$ cat config.mk
export PLATFORM = sky130hd
export DESIGN_NAME = sensor_sample_pack_and_classify
export DESIGN_NICKNAME = d
export VERILOG_FILES = /design/src/rtl/core/sspc_pkg.sv /design/src/rtl/core/sspc_calc.sv /design/src/rtl/core/sensor_sample_pack_and_classify.sv
export SDC_FILE = /design/constraint.sdc
export NUM_CORES = 1
export LEC_CHECK = 0
export ABC_AREA = 1
export ABC_CLOCK_PERIOD_IN_PS = 8200
export BUFFER_PORTS_ARGS = -buffer_cell sky130_fd_sc_hd__buf_2
export CAP_MARGIN = 10
export CORE_MARGIN = 4
export CORE_UTILIZATION = 25
export CTS_BUF_LIST = sky130_fd_sc_hd__clkbuf_8
export CTS_CLUSTER_DIAMETER = 80
export DETAILED_ROUTE_END_ITERATION = 12
export PLACE_DENSITY = 0.41
export SYNTH_ARGS = -nofsm -noshare
export SYNTH_HDL_FRONTEND = slang
export SYNTH_SLANG_ARGS = --single-unit
$ cat constraint.sdc
create_clock -name clk -period 8.2 [get_ports clk]
set_clock_uncertainty 0.2 [all_clocks]
set_input_delay 0.82 -clock clk [delete_from_list [all_inputs] [get_ports clk]]
set_output_delay 0.82 -clock clk [all_outputs]
set_load 0.03 [all_outputs]
$ cat src/rtl/core/sspc_pkg.sv
// ----------------------------------------------------------------------------
// sspc_pkg: shared types and constants for the sensor sample pack and classify
// Holds the action and event codes, sensor range limits, the register layout
// and the structs that pass between the datapath and the top level.
// ----------------------------------------------------------------------------
package sspc_pkg;

	// Field widths of the streamed item and result.
	localparam int unsigned PRESS_W   = 21;
	localparam int unsigned TEMP_W    = 16;
	localparam int unsigned BATT_W    = 12;
	localparam int unsigned ACTION_W  = 2;
	localparam int unsigned WORD_W    = 32;
	localparam int unsigned EVENT_W   = 3;
	localparam int unsigned THRESH_W  = 19;
	localparam int unsigned CFG_IDX_W = 2;

	// Sample actions carried in the input tuser.
	typedef enum logic [ACTION_W-1:0] {
		ACT_SURFACE    = 2'd0,
		ACT_UNDERWATER = 2'd1,
		ACT_LIMP       = 2'd2
	} action_t;

	// Event codes reported with each result.
	typedef enum logic [EVENT_W-1:0] {
		EV_NONE     = 3'd0,
		EV_SUBMERGE = 3'd1,
		EV_SURFACE  = 3'd2,
		EV_BATT_LOW = 3'd3,
		EV_CHARGED  = 3'd4
	} event_t;

	// Configuration register indexes.
	typedef enum logic [CFG_IDX_W-1:0] {
		REG_SUBMERGE_THRESH = 2'd0,
		REG_SURFACE_THRESH  = 2'd1,
		REG_BATT_LOW        = 2'd2,
		REG_BATT_CHARGED    = 2'd3
	} reg_idx_t;

	// Register reset values.
	localparam logic [THRESH_W-1:0] SUBMERGE_RST = 19'd17023;
	localparam logic [THRESH_W-1:0] SURFACE_RST  = 19'd16617;
	localparam logic [BATT_W-1:0]   BATT_LOW_RST = 12'd2300;
	localparam logic [BATT_W-1:0]   BATT_CHG_RST = 12'd2600;

	// Sensor ranges in fixed point.
	localparam logic [THRESH_W-1:0] PRESS_MAX_Q4    = 19'd524272; // 32767 mbar
	localparam logic [16:0]         TEMP_OFFSET_Q8  = 17'd1280;   // +5 degrees
	localparam logic [19:0]         TEMP_SCALED_MAX = 20'd1048320; // 35.95 degrees
	localparam logic [BATT_W-1:0]   BATT_MIN_MV     = 12'd1500;
	localparam logic [BATT_W-1:0]   BATT_MAX_MV     = 12'd3050;

	// Rounding offsets and the reciprocal of 50 in 16 fractional bits.
	localparam logic [THRESH_W-1:0] PRESS_HALF   = 19'd8;
	localparam logic [19:0]         TEMP_HALF    = 20'd128;
	localparam logic [10:0]         BATT_HALF    = 11'd25;
	localparam logic [10:0]         RECIP_50_Q16 = 11'd1311;

	// Threshold registers as seen by the datapath.
	typedef struct packed {
		logic [THRESH_W-1:0] submerge_threshold;
		logic [THRESH_W-1:0] surface_threshold;
		logic [BATT_W-1:0]   battery_low_mv;
		logic [BATT_W-1:0]   battery_charged_mv;
	} cfg_t;

	// One result beat.
	typedef struct packed {
		logic [WORD_W-1:0] packed_word;
		logic              sample_ready;
		event_t            event_code;
	} result_t;

endpackage

$ cat src/rtl/core/sspc_calc.sv
// ----------------------------------------------------------------------------
// sspc_calc: clamp, pack and classify one reading set
// Clamps the readings to their sensor ranges, packs them with rounding to
// nearest into one 32-bit word and picks the event code for the action.
// ----------------------------------------------------------------------------
module sspc_calc
	import sspc_pkg::*;
(
	input  logic [ACTION_W-1:0]      action,
	input  logic signed [PRESS_W-1:0] pressure_q4,
	input  logic signed [TEMP_W-1:0] temperature_q8,
	input  logic [BATT_W-1:0]        battery_mv,
	input  cfg_t                     cfg,
	output result_t                  result
);

	logic [THRESH_W-1:0] press_clamp;
	logic [THRESH_W-1:0] press_round;
	logic signed [16:0]  temp_shift;
	logic signed [23:0]  temp_ext;
	logic signed [23:0]  temp_scaled;
	logic [19:0]         temp_clamp;
	logic [19:0]         temp_round;
	logic [BATT_W-1:0]   batt_clamp;
	logic [10:0]         batt_ofs;
	logic [21:0]         batt_prod;
	logic [WORD_W-1:0]   word;

	// Pressure: negative readings go to zero, the top of the range saturates.
	always_comb begin
		if (pressure_q4[PRESS_W-1]) begin
			press_clamp = '0;
		end else if (pressure_q4[PRESS_W-2:0] > {1'b0, PRESS_MAX_Q4}) begin
			press_clamp = PRESS_MAX_Q4;
		end else begin
			press_clamp = pressure_q4[THRESH_W-1:0];
		end
		press_round = press_clamp + PRESS_HALF;
	end

	// Temperature: (t + 5 C) * 100 by shifts and adds, then clamp.
	always_comb begin
		temp_shift  = {temperature_q8[TEMP_W-1], temperature_q8} + $signed(TEMP_OFFSET_Q8);
		temp_ext    = {{7{temp_shift[16]}}, temp_shift};
		temp_scaled = (temp_ext <<< 6) + (temp_ext <<< 5) + (temp_ext <<< 2);
		if (temp_scaled[23]) begin
			temp_clamp = '0;
		end else if (temp_scaled[22:0] > {3'b0, TEMP_SCALED_MAX}) begin
			temp_clamp = TEMP_SCALED_MAX;
		end else begin
			temp_clamp = temp_scaled[19:0];
		end
		temp_round = temp_clamp + TEMP_HALF;
	end

	// Battery: clamp, then divide the rounded offset by 50 through a reciprocal.
	always_comb begin
		if (battery_mv < BATT_MIN_MV) begin
			batt_clamp = BATT_MIN_MV;
		end else if (battery_mv > BATT_MAX_MV) begin
			batt_clamp = BATT_MAX_MV;
		end else begin
			batt_clamp = battery_mv;
		end
		batt_ofs  = 11'(batt_clamp - BATT_MIN_MV) + BATT_HALF;
		batt_prod = 22'(batt_ofs) * 22'(RECIP_50_Q16);
	end

	assign word = {press_round[18:4], temp_round[19:8], batt_prod[20:16]};

	// Event selection; a low battery overrides the depth events.
	always_comb begin
		result.packed_word  = '0;
		result.sample_ready = 1'b0;
		result.event_code   = EV_NONE;
		case (action)
			ACT_SURFACE: begin
				result.packed_word  = word;
				result.sample_ready = 1'b1;
				if (press_clamp > cfg.submerge_threshold) begin
					result.event_code = EV_SUBMERGE;
				end
				if (batt_clamp < cfg.battery_low_mv) begin
					result.event_code = EV_BATT_LOW;
				end
			end
			ACT_UNDERWATER: begin
				result.packed_word  = word;
				result.sample_ready = 1'b1;
				if (press_clamp < cfg.surface_threshold) begin
					result.event_code = EV_SURFACE;
				end
				if (batt_clamp < cfg.battery_low_mv) begin
					result.event_code = EV_BATT_LOW;
				end
			end
			ACT_LIMP: begin
				if (battery_mv > cfg.battery_charged_mv) begin
					result.event_code = EV_CHARGED;
				end
			end
			default: begin
				result.event_code = EV_NONE;
			end
		endcase
	end

endmodule

$ cat src/rtl/core/sensor_sample_pack_and_classify.sv
// ----------------------------------------------------------------------------
// sensor_sample_pack_and_classify: sensor sample packer and event classifier
// An accepted input beat is held in the input register and then in the result register.
// Throughput: one beat per cycle while m_tready does not stall it, set by the input and result registers.
// A stalled result register still lets a new beat enter an empty input register.
// Reset clears both valid flags and loads the threshold registers with defaults.
// ----------------------------------------------------------------------------
module sensor_sample_pack_and_classify
	import sspc_pkg::*;
(
	input  logic                 clk,
	input  logic                 arst_n,
	// Input stream
	input  logic                 s_tvalid,
	output logic                 s_tready,
	input  logic [55:0]          s_tdata,   // pressure_q4[20:0], temperature_q8[36:21],
	                                        // battery_mv[48:37], zero [55:49]
	input  logic [ACTION_W-1:0]  s_tuser,   // action[1:0]
	// Result stream
	output logic                 m_tvalid,
	input  logic                 m_tready,
	output logic [WORD_W-1:0]    m_tdata,   // packed_word[31:0]
	output logic [3:0]           m_tuser,   // sample_ready[0], event_code[3:1]
	// Configuration writes
	input  logic                 cfg_valid,
	output logic                 cfg_ready,
	input  logic [CFG_IDX_W-1:0] cfg_index,
	input  logic [THRESH_W-1:0]  cfg_data
);

	logic                       valid_s1;
	logic [ACTION_W-1:0]        action_s1;
	logic signed [PRESS_W-1:0]  pressure_s1;
	logic signed [TEMP_W-1:0]   temperature_s1;
	logic [BATT_W-1:0]          battery_s1;
	logic                       valid_s2;
	result_t                    result_s2;
	result_t                    result_calc;
	cfg_t                       cfg_q;
	logic                       adv_s2;

	// Configuration writes are always taken.
	assign cfg_ready = 1'b1;

	always_ff @(posedge clk or negedge arst_n) begin
		if (!arst_n) begin
			cfg_q.submerge_threshold <= SUBMERGE_RST;
			cfg_q.surface_threshold  <= SURFACE_RST;
			cfg_q.battery_low_mv     <= BATT_LOW_RST;
			cfg_q.battery_charged_mv <= BATT_CHG_RST;
		end else if (cfg_valid) begin
			case (cfg_index)
				REG_SUBMERGE_THRESH: cfg_q.submerge_threshold <= cfg_data;
				REG_SURFACE_THRESH:  cfg_q.surface_threshold  <= cfg_data;
				REG_BATT_LOW:        cfg_q.battery_low_mv     <= cfg_data[BATT_W-1:0];
				REG_BATT_CHARGED:    cfg_q.battery_charged_mv <= cfg_data[BATT_W-1:0];
				default: begin
				end
			endcase
		end
	end

	// Handshake: the result register moves when empty or drained.
	assign adv_s2   = !valid_s2 || m_tready;
	assign s_tready = !valid_s1 || adv_s2;

	// Input register.
	always_ff @(posedge clk or negedge arst_n) begin
		if (!arst_n) begin
			valid_s1 <= 1'b0;
		end else if (s_tready) begin
			valid_s1 <= s_tvalid;
		end
	end

	always_ff @(posedge clk) begin
		if (s_tready && s_tvalid) begin
			action_s1      <= s_tuser;
			pressure_s1    <= s_tdata[20:0];
			temperature_s1 <= s_tdata[36:21];
			battery_s1     <= s_tdata[48:37];
		end
	end

	sspc_calc u_calc (
		.action         (action_s1),
		.pressure_q4    (pressure_s1),
		.temperature_q8 (temperature_s1),
		.battery_mv     (battery_s1),
		.cfg            (cfg_q),
		.result         (result_calc)
	);

	// Result register.
	always_ff @(posedge clk or negedge arst_n) begin
		if (!arst_n) begin
			valid_s2 <= 1'b0;
		end else if (adv_s2) begin
			valid_s2 <= valid_s1;
		end
	end

	always_ff @(posedge clk) begin
		if (adv_s2 && valid_s1) begin
			result_s2 <= result_calc;
		end
	end

	assign m_tvalid = valid_s2;
	assign m_tdata  = result_s2.packed_word;
	assign m_tuser  = {result_s2.event_code, result_s2.sample_ready};

`ifndef ASSERT_OFF
	// A result that is not a sample carries an all-zero word.
	a_nosample_zero: assert property (@(posedge clk) disable iff (!arst_n)
		m_tvalid && !m_tuser[0] |-> m_tdata == '0)
		else $error("non-sample result with a non-zero packed word");

	// Depth and battery-low events only come with a sample.
	a_sample_events: assert property (@(posedge clk) disable iff (!arst_n)
		m_tvalid && (result_s2.event_code == EV_SUBMERGE ||
		result_s2.event_code == EV_SURFACE || result_s2.event_code == EV_BATT_LOW)
		|-> result_s2.sample_ready)
		else $error("sample event without a sample");

	// The charged event only comes from the limp check.
	a_charged_limp: assert property (@(posedge clk) disable iff (!arst_n)
		m_tvalid && result_s2.event_code == EV_CHARGED |-> !result_s2.sample_ready)
		else $error("charged event on a sample result");

	// The input side is never held off while the result side can move.
	a_no_bubble: assert property (@(posedge clk) disable iff (!arst_n)
		adv_s2 |-> s_tready)
		else $error("input stalled while the result register can advance");

	// An accepted beat reaches the result register in the next cycle when free.
	a_advance: assert property (@(posedge clk) disable iff (!arst_n)
		valid_s1 && adv_s2 |=> valid_s2)
		else $error("beat lost between the input and result registers");
`endif

endmodule
==> results of run 1 <==
-- stage by stage --
stage	cell area [um^2]	worst slack [ns]	hold slack (ns)	total power, mW
CTS	13700	1.19	0.181	3.81
finish	13700	1.22	0.250	3.71
floorplan	12000	1.86	0.247	2.67
global placement	13300	1.23	0.269	3.20
global route	13700	0.624	0.193	4.18
detailed placement	13300	1.19	0.275	3.22
-- routing by layer --
layer / part of all wire, % / wire [um]
met1: 48 / 15000
met2: 46 / 14200
met3: 4.1 / 1280
met4: 1.5 / 450
met5: 0 / 0
-- final cells by class --
| class | count | area [um^2] | share of cell area (%) |
|---|---|---|---|
| diodes | 1 | 2.50 | 0.0183 |
| clock buffers | 18 | 248 | 1.81 |
| well taps | 615 | 769 | 5.62 |
| repair buffers | 121 | 623 | 4.55 |
| multi-input cells | 949 | 6550 | 47.8 |
| clock inverters | 14 | 101 | 0.740 |
| flip-flops and latches | 151 | 4250 | 31.0 |
| inverters | 306 | 1150 | 8.39 |
-- cell usage after synthesis, types with 2 or more instances --
master      n  area [um^2]
a211oi_1    8         60.1
a21o_1      3         22.5
a21oi_1    72          360
a41oi_1     2         17.5
buf_2       2         10.0
buf_6       2         22.5
clkbuf_1   17         63.8
dfrtp_1    38          951
dfstp_2    26          683
edfxtp_1   87         2610
fa_1       43          861
ha_1      162         2030
inv_1     297         1110
inv_2       8         30.0
nand2_1   282         1060
nand2_2     9         56.3
nand2_4     6         67.6
nand3_1    57          285
nand3_2     8         80.1
nand3b_1    6         45.0
nand4_1    22          138
nor2_1     85          319
nor2_2      6         37.5
nor3_1     13         65.1
nor3_2      2         20.0
nor4_1      2         12.5
o211ai_1    4         30.0
o21a_1      2         15.0
o21ai_0   104          521
o21ai_1     4         20.0
o221ai_1    2         17.5
or2_1       2         12.5
or2_2       9         56.3
xnor2_1     4         35.0
xor2_1     16          140
-- worst max-delay path: cells and delay by family (launching register included) --
family                     cells  cell delay [ns]
AOI/OAI and AO/OA              6             0.96
adders and majority gates      7             2.52
and+or+nand+nor               13             1.75
buffers and inverters         10             0.97
DFF                            1             0.37
-- power groups by stage --
stage                     clock, mW  sequential [mW]  combinational, mW
after floorplan                   0             1.06               1.62
after CTS                     0.588             1.00               2.22
final                         0.557            0.999               2.16
after global placement            0             1.01               2.19
after global routing          0.619             1.01               2.55
after detailed placement          0             1.02               2.20
-- cell families (layout without fill, tap and decap cells) --
group           after synthesis  in the layout  share of synthesized area (%)
flops                       151            151                           35.3
other cells                   1              2                         0.0311
xor+xnor                     21             21                           1.59
simple gates                514            514                           19.2
buf+inv                     329            459                           10.4
fa+ha+maj                   205            205                           24.0
compound gates              208            208                           9.45
-- flip-flops by register name, summed over array words and instances (netlist names) --
signal,flops
temperature_s1,16
pressure_s1,21
valid_s1,1
cfg_q,62
battery_s1,12
m_tdata,32
m_tuser,4
m_tvalid,1
action_s1,2
-- path summary, 6_finish.rpt --
kind / endpoint / cells past startpoint / slack (ns) / from
min: temperature_s1[9]$_DFFE_PP_ / 1 / 0.25 / s_tdata[30]
min in group asynchronous: cfg_q[20]$_DFFE_PN0P_ / 2 / 0.26 / arst_n
max in group asynchronous: cfg_q[53]$_DFFE_PN0P_ / 2 / 6.99 / arst_n
max reg2reg: m_tdata[4]$_SDFFCE_PN0P_ / 36 / 1.22 / battery_s1[11]$_DFFE_PP_
min reg2reg: cfg_q[41]$_DFFE_PN0P_ / 2 / 0.29 / cfg_q[41]$_DFFE_PN0P_
max: m_tdata[4]$_SDFFCE_PN0P_ / 36 / 1.22 / battery_s1[11]$_DFFE_PP_
==> metrics.yaml, run 1 <==
grt:
  grt_pass1_vias: 9332
  busiest_layer: "met2"
  grt_util_met3_pct: 3.38
  antenna_found_initial: 0
  grt_max_degree: 65
  gr-total-overflow: 0
  gr-usage-met2_pct: 20.1
  grt_pass1_wl_um: 49400
  grt_use_total_pct: 12.4
  gr-usage-met1_pct: 16.5
drt:
  drt_pass1_iterations: 5
  ant_nets: 0
  drt_iter0_drc: 515
  wl_um: 30900
  vias_per_cell: 4.28
  drc: 0
  wire_per_inst_um: 14.2
  vias: 9315
pwr:
  pwr-share-comb_pct: 58.1
  swShare_pct: 46.9
  power_frac_seq_pct: 26.9
  p_clk_share_pct: 15.0
  p_int_mw: 1.97
  p_leak_nw: 6.90
  p_per_area_mw_per_mm2: 271
  peakVddDrop_v: 0.000138
  netSwitchingPower_mw: 1.74
timing:
  rsz0062_at_grt: "no"
  setup_viol: 0
  setup_tns_ns: 0
  final_max_slew_viol_count: 0
  maxSlewHeadroom_pct: 41.0
  fmax_mhz: 143
  hold_viol_final: 0
  fin_crit_sh_pct: 85.1
  tightest_slew_ns: 0.883
  fin_crit_ns: 6.98
clocking:
  cts_sinks: 151
  cts_hold_buf: 0
  clock-root-buffer: "clkbuf_8"
  clockBufferDepth: 2
  numCtsBuffers: 17
  clk-insertion-delay-late_ns: 0.56
  htreeDepth: 4
  postCtsSetupBuffers: 0
  cts_resized: 0
  clkTransAtPathRegs_ns: 0.13
  cts_tree: "built"
outcome:
  status: "finished clean"
floorplan:
  start_util_pct: 25.3
  io_pins: 123
  dieArea_mm2: 0.0517
  die_x_um: 227
  coreArea_mm2: 0.0476
  rows: 80
  die_h_um: 227
synthesis:
  synth_edf_count: 87
  ys.flop_type: "edfxtp_1"
  synth_nets: 1718
  ys_seq_area_share_pct: 35.3
  syn-cell-area_mm2: 0.0120
  syn_inst: 1429
  synth_cell_type_count: 52
  async_reset_ff_share_pct: 42.4
  yosysWarnings: 0
  avgSynthCellArea_um2: 8.43
  ys_ff_latch: 151
critical_path:
  cp_slowest_stage_delay_ns: 0.53
  start_kind: "flip-flop"
  crit_top_cell: "inv_1"
  crit_path_top_delay_cell: "fa_1"
  cp.arrival_ns: 7.12
  path_max_fanout: 6
  cp.required_ns: 8.34
  worstSetupPathType: "reg -> reg"
  cp-end-kind: "flip-flop"
layout:
  fin_nets: 1835
  layout_commonest_cell: "inv_1"
  fillers: 5216
  final_cell_mix: "299 x inv_1, 282 x nand2_1, 162 x ha_1"
  instances_no_fill: 2175
  area_delta_synth_final_pct: 13.7
  fin_util_pct: 28.7
  drive_gt1_share_pct: 15.1
placed_design:
  port_buffers: 114
  dpl.hpwl_um: 25000
  placed_cells: 2142
  gp_congestion: 0.788
hold_path:
  hp-class: "in -> reg"
job:
  cap_violations: 0
Note: power is estimated with default switching activity, not from simulation.
==> run 2, diff against run 1 <==
--- a/config.mk
+++ b/config.mk
@@ -6,7 +6,7 @@
 export NUM_CORES = 1
 export LEC_CHECK = 0
 export ABC_AREA = 1
-export ABC_CLOCK_PERIOD_IN_PS = 8200
+export ABC_CLOCK_PERIOD_IN_PS = 7500
 export BUFFER_PORTS_ARGS = -buffer_cell sky130_fd_sc_hd__buf_2
 export CAP_MARGIN = 10
 export CORE_MARGIN = 4
==> constraint.sdc (replaced) <==
create_clock -name clk -period 7.5 [get_ports clk]
set_clock_uncertainty 0.2 [all_clocks]
set_input_delay 0.75 -clock clk [delete_from_list [all_inputs] [get_ports clk]]
set_output_delay 0.75 -clock clk [all_outputs]
set_load 0.03 [all_outputs]
==> run 2 against run 1 <==
Compared with the run above: fmax rose by 2.0%; register-to-register slack got worse by 0.56 ns; combinational power rose by 9.7%; via count is essentially flat; clock-buffer cell count shrank 1; cell area rose by 0.61%; critical endpoint unchanged; worst setup slack worse by 0.56 ns; sequential power rose by 9%; clock power grew 25%; die area did not move; flip-flop and latch count unchanged; core utilization is 0.18 points higher.
==> metrics.yaml, run 2 (synthesis gave the netlist of run 1 again) <==
critical_path:
  r2r_setup_slack_ns: 0.66  # -0.56 ns
  start_kind: "flip-flop"
  worstSetupPathType: "reg -> reg"
  cp_slowest_stage_delay_ns: 0.53  # about the same
  timing.rr.start: "battery_s1[2]$_DFFE_PP_"
  path_max_fanout: 6  # unchanged
  cp.required_ns: 7.61  # -0.73 ns
  crit_top_cell: "inv_1"
  cp.arrival_ns: 6.95  # -0.17 ns
  cp-end-kind: "flip-flop"
  reg2regPathDepth: 35  # -2.8%
  crit_path_top_delay_cell: "fa_1"
  r2r-end: "m_tdata[4]$_SDFFCE_PN0P_"
  startpoint: "battery_s1[2]$_DFFE_PP_"
pwr:
  pwr-share-comb_pct: 57.0  # -1.1 points
  swShare_pct: 46.4  # -0.53 points
  peakVddDrop_v: 0.000269  # +95%
  power_frac_seq_pct: 26.2  # -0.7 points
  p_int_mw: 2.23  # +13%
  netSwitchingPower_mw: 1.93  # +11%
  p_per_area_mw_per_mm2: 302  # +11%
  p_leak_nw: 6.93  # +0.42%
  p_clk_share_pct: 16.8  # +1.8 points
drt:
  drt_iter0_drc: 494  # -4.1%
  drt_pass1_iterations: 5  # unchanged
  wire_per_inst_um: 14.3  # +0.56%
  drc: 0  # unchanged
  ant_nets: 0  # unchanged
  vias: 9323  # +0.086%
  wl_um: 31100  # +0.60%
  vias_per_cell: 4.28  # about the same
clocking:
  numCtsBuffers: 17  # unchanged
  clockBufferDepth: 2  # unchanged
  clock-root-buffer: "clkbuf_8"
  cts_hold_buf: 0  # unchanged
  clkTransAtPathRegs_ns: 0.11  # -0.02 ns
  clk-insertion-delay-late_ns: 0.52  # -0.04 ns
  cts_tree: "built"
  cts_sinks: 151  # unchanged
  htreeDepth: 4  # unchanged
placed_design:
  placed_cells: 2142  # unchanged
  gp_congestion: 0.801  # +1.6%
  port_buffers: 114  # unchanged
  dpl.hpwl_um: 25100  # +0.16%
grt:
  antenna_found_initial: 0  # unchanged
  gr-usage-met1_pct: 16.6  # +0.11 points
  grt_use_total_pct: 12.5  # +0.086 points
  grt_pass1_wl_um: 50100  # +1.5%
  grt_max_degree: 65  # unchanged
  gr-total-overflow: 0  # unchanged
  grt_util_met3_pct: 3.06  # -0.32 points
  gr-usage-met2_pct: 20.1  # unchanged
  grt_pass1_vias: 9537  # +2.2%
  busiest_layer: "met2"
layout:
  fin_nets: 1837  # +0.11%
  fin_util_pct: 28.9  # +0.18 points
  instances_no_fill: 2176  # +0.046%
  drive_gt1_share_pct: 15.4  # +0.37 points
  diodes: 0  # -1
  layout_commonest_cell: "inv_1"
  area_delta_synth_final_pct: 14.4
  final_cell_mix: "295 x inv_1, 282 x nand2_1, 162 x ha_1"
  largest_reg_flops: 62  # unchanged
  regMostFlops: "cfg_q"
timing:
  fin_crit_ns: 6.84  # -0.139 ns
  fmax_mhz: 146  # +2.0%
  final_max_slew_viol_count: 0  # unchanged
  setup_viol: 0  # unchanged
  setup_tns_ns: 0  # unchanged
  fin_crit_sh_pct: 91.2  # +6.1 points
  hold_viol_final: 0  # unchanged
  rsz0062_at_grt: "no"
  maxSlewHeadroom_pct: 40.6  # -0.43 points
  tightest_slew_ns: 0.890  # +0.00646 ns
hold_path:
  min_path_cells: 1  # unchanged
  hp-class: "in -> reg"
  hold_path_end: "action_s1[0]$_DFFE_PP_"
  holdCritStartpoint: "s_tuser[0]"
floorplan:
  rows: 80  # unchanged
  coreArea_mm2: 0.0476  # unchanged
  start_util_pct: 25.3  # unchanged
  die_h_um: 227  # unchanged
  dieArea_mm2: 0.0517  # unchanged
  die_x_um: 227  # unchanged
  io_pins: 123  # unchanged
outcome:
  status: "finished clean"
job:
  cap_violations: 0  # unchanged
-- run 2: worst max path at each step --
stage | depth (start not counted) | to
after CTS | 35 | m_tdata[4]$_SDFFCE_PN0P_
final | 35 | m_tdata[4]$_SDFFCE_PN0P_
after global routing | 36 | m_tdata[4]$_SDFFCE_PN0P_
after global placement | 35 | m_tdata[4]$_SDFFCE_PN0P_
after detailed placement | 35 | m_tdata[4]$_SDFFCE_PN0P_
after floorplan | 35 | m_tdata[4]$_SDFFCE_PN0P_
-- run 2: layout make-up --
cell class | instances | area, um^2
clock buffers | 17 | 234
clock inverters | 15 | 186
fillers | 5117 | 33900
inverters | 306 | 1150
multi-input cells | 949 | 6550
flip-flops and latches | 151 | 4250
well taps | 615 | 769
repair buffers | 123 | 638
-- run 2: what timing repair did --
item | in CTS | in global routing
resized for setup | 0 | 2
hold endpoints to repair | 0 | 0
setup buffers | 0 | 2
setup endpoints to repair | 0 | 1
-- run 2: worst max-delay path: cells and delay by family (launching register included) --
family,cells,cell delay [ns]
and+or+nand+nor,14,1.86
DFF,1,0.51
AOI/OAI and AO/OA,6,0.96
buffers and inverters,8,0.57
adders and majority gates,7,2.52
-- run 2: power by group through the flow --
stage	Combinational [mW]	Sequential, mW	Clock [mW]
after global routing	2.82	1.11	0.766
after global placement	2.39	1.11	0
after CTS	2.42	1.09	0.741
final	2.37	1.09	0.697
after detailed placement	2.41	1.11	0
after floorplan	1.77	1.15	0
-- run 2: metal layers --
metal	part of all wire (%)	routed length, um
met2	46	14200
met4	2.0	626
met5	0	0
met1	48	14900
met3	4.3	1330
-- run 2: per-stage QoR --
step	hold slack, ns	setup WS (ns)	area, um^2	total power [mW]
global route	0.132	0.0217	13800	4.69
global placement	0.268	0.563	13300	3.50
floorplan	0.247	1.16	12000	2.92
finish	0.184	0.658	13800	4.16
detailed placement	0.274	0.551	13300	3.52
CTS	0.105	0.548	13800	4.26
==> run 3, diff against run 2 <==
--- a/config.mk
+++ b/config.mk
@@ -10,11 +10,11 @@
 export BUFFER_PORTS_ARGS = -buffer_cell sky130_fd_sc_hd__buf_2
 export CAP_MARGIN = 10
 export CORE_MARGIN = 4
-export CORE_UTILIZATION = 25
+export CORE_UTILIZATION = 55
 export CTS_BUF_LIST = sky130_fd_sc_hd__clkbuf_8
 export CTS_CLUSTER_DIAMETER = 80
 export DETAILED_ROUTE_END_ITERATION = 12
-export PLACE_DENSITY = 0.41
+export PLACE_DENSITY = 0.76
 export SYNTH_ARGS = -nofsm -noshare
 export SYNTH_HDL_FRONTEND = slang
 export SYNTH_SLANG_ARGS = --single-unit
==> run 3 against run 2 <==
Compared with the run above: hold slack better by 0.054 ns; register-to-register slack worse by 0.06 ns; global-route usage is 9.0 points higher; cell area is 3.5% lower; critical path depth stayed put; clock-buffer cell count stayed put; die area is 53% lower; sequential share of layout area is 1.1 points higher; clock power is 9.3% lower; core utilization is 34 points higher; critical endpoint unchanged.
==> metrics.yaml, run 3 (synthesis gave the netlist of run 1 again) <==
outcome:
  status: "finished clean"
layout:
  final_cell_mix: "296 x inv_1, 282 x nand2_1, 162 x ha_1"
  largest_reg_flops: 62  # unchanged
  fin_nets: 1833  # -0.22%
  regMostFlops: "cfg_q"
  diodes: 0  # unchanged
  layout_commonest_cell: "inv_1"
  instances_no_fill: 1832  # -16%
  area_delta_synth_final_pct: 10.4
  drive_gt1_share_pct: 15.1  # -0.35 points
timing:
  final_max_slew_viol_count: 0  # unchanged
  setup_viol: 0  # unchanged
  fin_crit_ns: 6.91  # +0.0643 ns
  fmax_mhz: 145  # -0.93%
  hold_viol_final: 0  # unchanged
  setup_tns_ns: 0  # unchanged
  maxSlewHeadroom_pct: 25.6  # -15 points
  rsz0062_at_grt: "no"
  fin_crit_sh_pct: 92.1  # +0.86 points
  tightest_slew_ns: 1.12  # +0.227 ns
placed_design:
  placed_cells: 1800  # -16%
  gp_congestion: 0.883  # +10%
  dpl.hpwl_um: 20300  # -19%
  port_buffers: 114  # unchanged
critical_path:
  cp_slowest_stage_delay_ns: 0.53  # about the same
  worstSetupPathType: "reg -> reg"
  cp-end-kind: "flip-flop"
  r2r_setup_slack_ns: 0.59  # -0.06 ns
  crit_path_top_delay_cell: "fa_1"
  startpoint: "battery_s1[1]$_DFFE_PP_"
  r2r-end: "m_tdata[4]$_SDFFCE_PN0P_"
  crit_end: "m_tdata[4]$_SDFFCE_PN0P_"
  reg2regPathDepth: 35  # unchanged
  path_max_fanout: 6  # unchanged
  timing.rr.start: "battery_s1[1]$_DFFE_PP_"
  start_kind: "flip-flop"
  cp.arrival_ns: 6.92  # -0.03 ns
  crit_top_cell: "inv_1"
  cp.required_ns: 7.51  # -0.10 ns
floorplan:
  io_pins: 123  # unchanged
  dieArea_mm2: 0.0243  # -53%
  start_util_pct: 56.6  # +31 points
  coreArea_mm2: 0.0213  # -55%
  die_h_um: 156  # -31%
  die_x_um: 156  # -31%
  rows: 53  # -34%
job:
  cap_violations: 0  # unchanged
drt:
  wire_per_inst_um: 13.7  # -4.1%
  drt_iter0_drc: 418  # -15%
  wl_um: 25100  # -19%
  vias_per_cell: 5.12  # +19%
  ant_nets: 0  # unchanged
  drc: 0  # unchanged
  drt_pass1_iterations: 5  # unchanged
  vias: 9376  # +0.57%
hold_path:
  hp-class: "in -> async"
clocking:
  clk-insertion-delay-late_ns: 0.46  # -0.06 ns
  cts_hold_buf: 0  # unchanged
  numCtsBuffers: 17  # unchanged
  clockBufferDepth: 2  # unchanged
  cts_tree: "built"
  cts_resized: 0  # unchanged
  htreeDepth: 4  # unchanged
  cts_sinks: 151  # unchanged
  clkTransAtPathRegs_ns: 0.10  # about the same
  postCtsSetupBuffers: 0  # unchanged
  clock-root-buffer: "clkbuf_8"
grt:
  gr-total-overflow: 0  # unchanged
  grt_pass1_vias: 9147  # -4.1%
  grt_max_degree: 65  # unchanged
  grt_pass1_wl_um: 42600  # -15%
  antenna_found_initial: 0  # unchanged
  grt_use_total_pct: 21.6  # +9.0 points
pwr:
  p_leak_nw: 6.88  # -0.61%
  peakVddDrop_v: 0.000221  # -18%
  total_power_mw: 4.06  # -2.5%
  p_per_area_mw_per_mm2: 305  # +1.1%
==> run 3: how the worst min path moves through the flow <==
stage / startpoint / endpoint / slack [ns] / cells past startpoint
after global routing: s_tdata[37] / battery_s1[0]$_DFFE_PP_ / 0.22 / 1
final: arst_n / cfg_q[2]$_DFFE_PN0P_ / 0.24 / 2
after CTS: s_tdata[36] / temperature_s1[15]$_DFFE_PP_ / 0.23 / 1
after detailed placement: cfg_q[59]$_DFFE_PN0P_ / cfg_q[59]$_DFFE_PN0P_ / 0.27 / 2
after global placement: cfg_q[40]$_DFFE_PN0P_ / cfg_q[40]$_DFFE_PN0P_ / 0.27 / 2
after floorplan: arst_n / cfg_q[0]$_DFFE_PN0P_ / 0.25 / 0
==> run 3: final cells by class <==
cell class	instances	area (um^2)
repair buffers	119	608
flip-flops and latches	151	4250
well taps	275	344
inverters	306	1150
clock buffers	17	234
clock inverters	15	158
multi-input cells	949	6550
fillers	1820	8000
==> run 3: stage by stage <==
| stage | hold WS [ns] | setup slack [ns] | util (%) | cell area, um^2 |
|---|---|---|---|---|
| after global routing | 0.220 | 0.0458 | 62.4 | 13300 |
| after detailed placement | 0.273 | 0.610 | 60.6 | 12900 |
| after floorplan | 0.247 | 1.16 | - | 12000 |
| after CTS | 0.232 | 0.583 | 62.4 | 13300 |
| after global placement | 0.268 | 0.712 | 60.6 | 12900 |
| final | 0.238 | 0.593 | 62.4 | 13300 |
==> run 3: critical path, delay by kind of cell (launching register included) <==
kind	cells	cell delay, ns
AO/OA/AOI/OAI	6	0.91
adder cells (fa/ha/maj)	7	2.53
buffers and inverters	8	0.63
flip-flops	1	0.52
AND/OR/NAND/NOR	14	1.89
==> run 3: power breakdown <==
group / switching, mW / internal, mW / leakage, nW / total [mW]
sequential: 0.0575 / 1.03 / 1.59 / 1.08
clock: 0.356 / 0.276 / 0.193 / 0.632
combinational: 1.45 / 0.893 / 5.10 / 2.34
==> run 3: routing by layer <==
layer / GRT usage [%] / part of all wire (%) / vias to the layer above
met5: 0 / 0 / -
met4: 7.38 / 2.5 / 0
met3: 3.19 / 4.0 / 42
met2: 36.5 / 49 / 209
met1: 28.5 / 45 / 4272
li1: - / - / 4853
